[config.mk]
export PLATFORM = sky130hd
export DESIGN_NAME = dldf_div
export DESIGN_NICKNAME = d
export VERILOG_FILES = /design/src/sv/dldf_pkg.sv /design/src/sv/dldf_div.sv
export SDC_FILE = /design/constraint.sdc
export NUM_CORES = 1
export LEC_CHECK = 0
export ABC_AREA = 1
export BUFFER_PORTS_ARGS = -buffer_cell sky130_fd_sc_hd__buf_2
export CAP_MARGIN = 20
export CORE_MARGIN = 2
export CORE_UTILIZATION = 50
export DETAILED_ROUTE_END_ITERATION = 10
export GPL_TIMING_DRIVEN = 0
export PLACE_DENSITY = 0.81
export RECOVER_POWER = 50
export SETUP_SLACK_MARGIN = 0.2
export SKIP_LAST_GASP = 1
export SYNTH_ARGS = -nofsm -noshare
export SYNTH_HDL_FRONTEND = slang
export SYNTH_SLANG_ARGS = --single-unit
[constraint.sdc]
create_clock -name i_clk -period 4 [get_ports i_clk]
set_clock_uncertainty 0.2 [all_clocks]
set_input_delay 0.6 -clock i_clk [delete_from_list [all_inputs] [get_ports i_clk]]
set_output_delay 0.6 -clock i_clk [all_outputs]
set_load 0.02 [all_outputs]
[src/sv/dldf_pkg.sv]
`default_nettype none
package dldf_pkg;

    localparam int MAX_CORES         = 64;
    localparam int MAX_ELEMENT_NODES = 1024;
    localparam int CNT_W             = $clog2(MAX_CORES + 1);
    localparam int NODE_W            = $clog2(MAX_ELEMENT_NODES + 1);
    localparam int SUM_W             = 42;
    localparam int MUL_W             = 40;
    localparam int STEPS             = 30;

    localparam logic signed [63:0] PI_Q30      = 64'sd3373259426;
    localparam logic signed [63:0] TWO_PI_Q30  = 64'sd6746518852;
    localparam logic signed [63:0] HALF_PI_Q30 = 64'sd1686629713;
    localparam logic signed [63:0] INV_2PI_Q30 = 64'sd170891319;
    localparam logic signed [63:0] LN2_Q30     = 64'sd744261118;
    localparam logic signed [63:0] INV_GAIN    = 64'sd652032874;

    localparam logic [2:0] CFG_CORE_START = 3'd0;
    localparam logic [2:0] CFG_CORE_STEP  = 3'd1;
    localparam logic [2:0] CFG_BURGERS    = 3'd2;
    localparam logic [2:0] CFG_POISSON    = 3'd3;
    localparam logic [2:0] CFG_ROTATION   = 3'd4;
    localparam logic [2:0] CFG_MIRROR     = 3'd5;
    localparam logic [2:0] CFG_CORE_COUNT = 3'd6;
    localparam logic [2:0] CFG_FIELD_MODE = 3'd7;

    typedef enum logic [5:0] {
        S_IDLE, S_INV, S_INVW, S_KB, S_KS, S_KS2, S_ROW, S_SC, S_CORD, S_CPOST,
        S_CORE, S_P1, S_P2, S_P3, S_P4, S_P5, S_CHK, S_NRM, S_MAG, S_MAG2,
        S_NRM2, S_LOGM, S_LOGC, S_L1, S_L2, S_L3,
        S_M1, S_M2, S_M3, S_M4, S_M5, S_M6, S_M7, S_M8, S_M9, S_M10,
        S_M11, S_M12, S_M13, S_M14, S_M15, S_NEXT, S_RDONE, S_FIN,
        S_DIV, S_DIVW, S_OUT
    } t_state;

    typedef enum logic [1:0] {CP_FRAME, CP_POLAR, CP_THETA} t_cph;

    typedef struct packed {
        logic        start;
        logic [63:0] dividend;
        logic [31:0] divisor;
    } t_div_req;

    typedef struct packed {
        logic        done;
        logic [63:0] quot;
    } t_div_rsp;

    function automatic logic signed [63:0] rshr(input logic signed [63:0] v,
                                                input int unsigned k);
        logic signed [63:0] half;
        half = 64'sd1 <<< (k - 1);
        return (v + half) >>> k;
    endfunction

    function automatic logic signed [31:0] sat32(input logic signed [63:0] v);
        if (v > 64'sd2147483647) begin
            return 32'sh7FFFFFFF;
        end else if (v < -64'sd2147483648) begin
            return 32'sh80000000;
        end
        return v[31:0];
    endfunction

    function automatic logic signed [63:0] wrap_angle(input logic signed [63:0] v);
        logic signed [63:0] a;
        a = v;
        for (int k = 0; k < 4; k++) begin
            if (a > PI_Q30) begin
                a = a - TWO_PI_Q30;
            end else if (a < -PI_Q30) begin
                a = a + TWO_PI_Q30;
            end
        end
        return a;
    endfunction

    function automatic logic signed [63:0] atan_q30(input logic [4:0] i);
        logic signed [63:0] r;
        case (i)
            5'd0:  r = 64'sh3243F6A8;
            5'd1:  r = 64'sh1DAC6705;
            5'd2:  r = 64'sh0FADBAFC;
            5'd3:  r = 64'sh07F56EA6;
            5'd4:  r = 64'sh03FEAB76;
            5'd5:  r = 64'sh01FFD55B;
            5'd6:  r = 64'sh00FFFAAA;
            5'd7:  r = 64'sh007FFF55;
            5'd8:  r = 64'sh003FFFEA;
            5'd9:  r = 64'sh001FFFFD;
            5'd10: r = 64'sh000FFFFF;
            5'd11: r = 64'sh0007FFFF;
            5'd12: r = 64'sh0003FFFF;
            5'd13: r = 64'sh0001FFFF;
            5'd14: r = 64'sh0000FFFF;
            5'd15: r = 64'sh00007FFF;
            5'd16: r = 64'sh00003FFF;
            5'd17: r = 64'sh00001FFF;
            5'd18: r = 64'sh00000FFF;
            5'd19: r = 64'sh000007FF;
            5'd20: r = 64'sh000003FF;
            5'd21: r = 64'sh000001FF;
            5'd22: r = 64'sh000000FF;
            5'd23: r = 64'sh0000007F;
            5'd24: r = 64'sh0000003F;
            5'd25: r = 64'sh0000001F;
            5'd26: r = 64'sh0000000F;
            5'd27: r = 64'sh00000008;
            5'd28: r = 64'sh00000004;
            5'd29: r = 64'sh00000002;
            default: r = 64'sd0;
        endcase
        return r;
    endfunction

endpackage
`default_nettype wire

[src/sv/dldf_div.sv]
`default_nettype none
module dldf_div
    import dldf_pkg::*;
(
    input  wire logic     i_clk,
    input  wire logic     i_rst_n,
    input  wire t_div_req i_req,
    output t_div_rsp      o_rsp
);

    logic        r_busy, n_busy;
    logic        r_done, n_done;
    logic [5:0]  r_cnt, n_cnt;
    logic [63:0] r_dq, n_dq;
    logic [31:0] r_rem, n_rem;
    logic [31:0] r_den, n_den;
    logic [32:0] w_sh;
    logic [32:0] w_diff;

    always_comb begin
        w_sh   = {r_rem, r_dq[63]};
        w_diff = w_sh - {1'b0, r_den};
        n_busy = r_busy;
        n_done = 1'b0;
        n_cnt  = r_cnt;
        n_dq   = r_dq;
        n_rem  = r_rem;
        n_den  = r_den;
        if (i_req.start) begin
            n_busy = 1'b1;
            n_cnt  = '0;
            n_dq   = i_req.dividend;
            n_rem  = '0;
            n_den  = i_req.divisor;
        end else if (r_busy) begin
            if (w_sh >= {1'b0, r_den}) begin
                n_rem = w_diff[31:0];
                n_dq  = {r_dq[62:0], 1'b1};
            end else begin
                n_rem = w_sh[31:0];
                n_dq  = {r_dq[62:0], 1'b0};
            end
            n_cnt = r_cnt + 6'd1;
            if (r_cnt == 6'd63) begin
                n_busy = 1'b0;
                n_done = 1'b1;
            end
        end
    end

    always_ff @(posedge i_clk) begin
        if (!i_rst_n) begin
            r_busy <= 1'b0;
            r_done <= 1'b0;
            r_cnt  <= '0;
        end else begin
            r_busy <= n_busy;
            r_done <= n_done;
            r_cnt  <= n_cnt;
        end
    end

    always_ff @(posedge i_clk) begin
        r_dq  <= n_dq;
        r_rem <= n_rem;
        r_den <= n_den;
    end

    assign o_rsp.done = r_done;
    assign o_rsp.quot = r_dq;

endmodule
`default_nettype wire

==> out/results.txt <==
Sequential fraction of the synthesis area = 45.5%
Max-Cap Viols = 0
Nature of the critical path startpoint = flip-flop
Worst Path Arrival = 2.70 ns
Detailed placement HPWL = 16600 um
Period utilization = 65.3%
Hold Path Depth = 1
# diodes = 0
RSZ-0062 raised after global routing = no
Post-Syn Nets = 1238
Fillers = 1495
I/O pins = 164
Share of cells above drive strength 1 = 12.5%
P&R area growth vs syn = 20.6%
CTS tree = done
Number of CTS-inserted buffers = 17
Top cell by count, worst path = nand2_1
Largest net degree at the start of global routing = 70
R2r startpoint = r_den[24]
Setup crit end kind = flip-flop
Buffer count from post-CTS setup fixing = 0
I/O Buffers = 163
Antenna-violating nets left = 0
Setup Viol. Count Final = 0
Mapped Area = 8090 um2
Total wire length = 21700 um
Largest stage delay, worst path = 0.36 ns
Placed insts = 1485
Layout Nets = 1421
First-pass GRT wire length = 35200 um
TritonRoute pass-1 iters = 8
Worst-Margin Slew = 0.861 ns
Relative slew margins = 42.6%
Most used flip-flop cell after synthesis = edfxtp_1
CP Cell Sequence = inv_1 > ha_1 > nand2_1 > inv_1 > nand2_1 > nand2_1 > inv_1 > nand2_1 > nand2_1 > nand2_1 > a21oi_4 > buf_2 > nand3_1 > nand3_1 > o21ai_1
Initial DRC Count = 456
Row cnt = 46
Pleak = 5.08 nW
Core area = 15800 um2
Avg Inst Size Synth = 7.32 um2
Number of synthesized flops with an enable pin = 96
Internal reg-to-reg setup slack = 1.39 ns
Most frequent cells in the layout = nand2_1, inv_1, buf_2, edfxtp_1, clkbuf_1
Category of the most critical setup path = reg -> reg
CTS Sinks = 136
Hold_sp = i_req[19]
Initial Util = 51.1%
Setup_tns = 0 ns
Crit Reg-Reg Endpoint = r_rem[9]
Crit-path max FO = 10
Critical-path top delay cell = ha_1
CTS Buffer Depth = 2
Height of the die = 131 um
Clock transition at path regs = 0.06 ns
Cells after synthesis = 1105
Hold_buf cts = 0
DIE AREA = 17200 um2
Worst Hold Class = in -> reg
Overflow after GRT = 0
Final min period = 2.61 ns
Post-synth ARST share = 0%
Crit-path leading delay family = simple AND/OR/NAND/NOR gates
Final Hold Fails = 0
Die Wd = 131 um
Post_cts resized = 0
Max-slew violations = 0
Synth Warn # = 0
FMAX = 0.383 GHz
Vias per cell = 4.90
Gr usage total = 25.5%
Cell Pwr Density = 398 nW/um2
Required time worst endpoint = 4.09 ns
Most common cell after layout, fill and taps aside = nand2_1
Depth of the worst register-to-register path = 15
Status = finished, final reports clean
Number of antenna violations at the first check in global routing = 0
Routed length per instance = 14.3 um
Skew-Pair Late Insertion Delay = 0.42 ns
DR vias = 7440
Vias in the first global route = 7248
CTS H-tree lvls = 4
Seq cells post-synth = 136
Fin cells = 1517
CTS root buf = clkbuf_16
Peak VDD IR = 0.000292 V
# DRC = 0
Worst Path Buf+Inv = 4
Distinct cells, synth = 35
Routability cong. = 0.928
Worst Hold End = r_den[19]
[stage by stage]
| stage | power [mW] | util, % | cell area [um2] | hold slack (ns) | setup WS, ns |
|---|---|---|---|---|---|
| final | 3.88 | 61.7 | 9760 | 0.150 | 1.39 |
| after detailed placement | 2.21 | 58.2 | 9210 | 0.261 | 1.10 |
| after CTS | 3.92 | 62.2 | 9850 | 0.140 | 1.40 |
| after global routing | 4.02 | 61.7 | 9760 | 0.142 | 1.23 |
| after floorplan | 2.01 | - | 8090 | 0.243 | 0.648 |
| after global placement | 2.20 | 58.0 | 9180 | 0.258 | -1.25 |
[synthesized netlist by cell type, types with 2 or more instances]
library cell	n	area, um2
a21oi_1	24	120
nor3_1	10	50.1
o21bai_1	3	22.5
nand2_2	7	43.8
o21ai_1	16	80.1
dfxtp_1	40	801
a31oi_1	3	18.8
inv_1	172	646
nand3b_1	22	165
nand3_1	73	365
buf_6	3	33.8
buf_1	6	22.5
ha_1	33	413
and2_1	2	12.5
xnor2_1	13	114
edfxtp_1	96	2880
nand2_4	2	22.5
nor2_1	43	161
buf_2	10	50.1
o21ai_0	5	25.0
nor2_2	6	37.5
nand2_1	493	1850
clkbuf_1	11	41.3
[metal layers]
metal	vias to the layer above	track usage, %	routed length, um
met2	263	43.6	10500
met4	0	9.24	461
met1	3332	31.7	9290
li1	3810	-	-
met3	35	5.59	1520
met5	-	0	0
[layout make-up]
| cell class | instances | area [um2] | share of cell area [%] |
|---|---|---|---|
| tap | 216 | 270 | 2.77 |
| sequential | 136 | 3680 | 37.7 |
| clock inverter | 15 | 211 | 2.17 |
| multi-input combinational | 765 | 3600 | 36.9 |
| clock buffer | 17 | 425 | 4.36 |
| buffer | 31 | 155 | 1.59 |
| inverter | 173 | 649 | 6.65 |
| timing repair buffer | 164 | 761 | 7.79 |
[sequential cells by signal, summed over array words and instances, names as in the netlist]
| register | cells |
|---|---|
| r_busy | 1 |
| r_cnt | 6 |
| r_den | 32 |
| r_done | 1 |
| r_dq | 64 |
| r_rem | 32 |
[where the power goes]
part	internal (mW)	switching, mW	leakage, nW
sequential	1.63	0.0512	1.29
combinational	0.153	0.336	3.47
clock	1.06	0.656	0.316
[how the worst max path moves through the flow]
stage / from / to / cells after the start / slack (ns)
floorplan: i_req[96] / r_dq[0] / 3 / 0.65
global placement: i_req[96] / r_dq[26] / 4 / -1.25
detailed placement: i_req[96] / r_dq[26] / 5 / 1.10
CTS: r_den[24] / r_rem[9] / 15 / 1.40
global route: r_den[19] / r_rem[9] / 15 / 1.23
finish: r_den[24] / r_rem[9] / 15 / 1.39
[cell families (layout without fill, tap and decap cells)]
kind of cell / Yosys count / after routing / share of synthesized area (%)
AO/OA/AOI/OAI: 54 / 54 / 3.70
flip-flops: 136 / 136 / 45.5
buffers and inverters: 204 / 400 / 9.94
XOR/XNOR: 14 / 14 / 1.52
adder cells (fa/ha/maj): 34 / 34 / 5.35
AND/OR/NAND/NOR: 663 / 663 / 34.0
(Power assumes the default switching activity.)
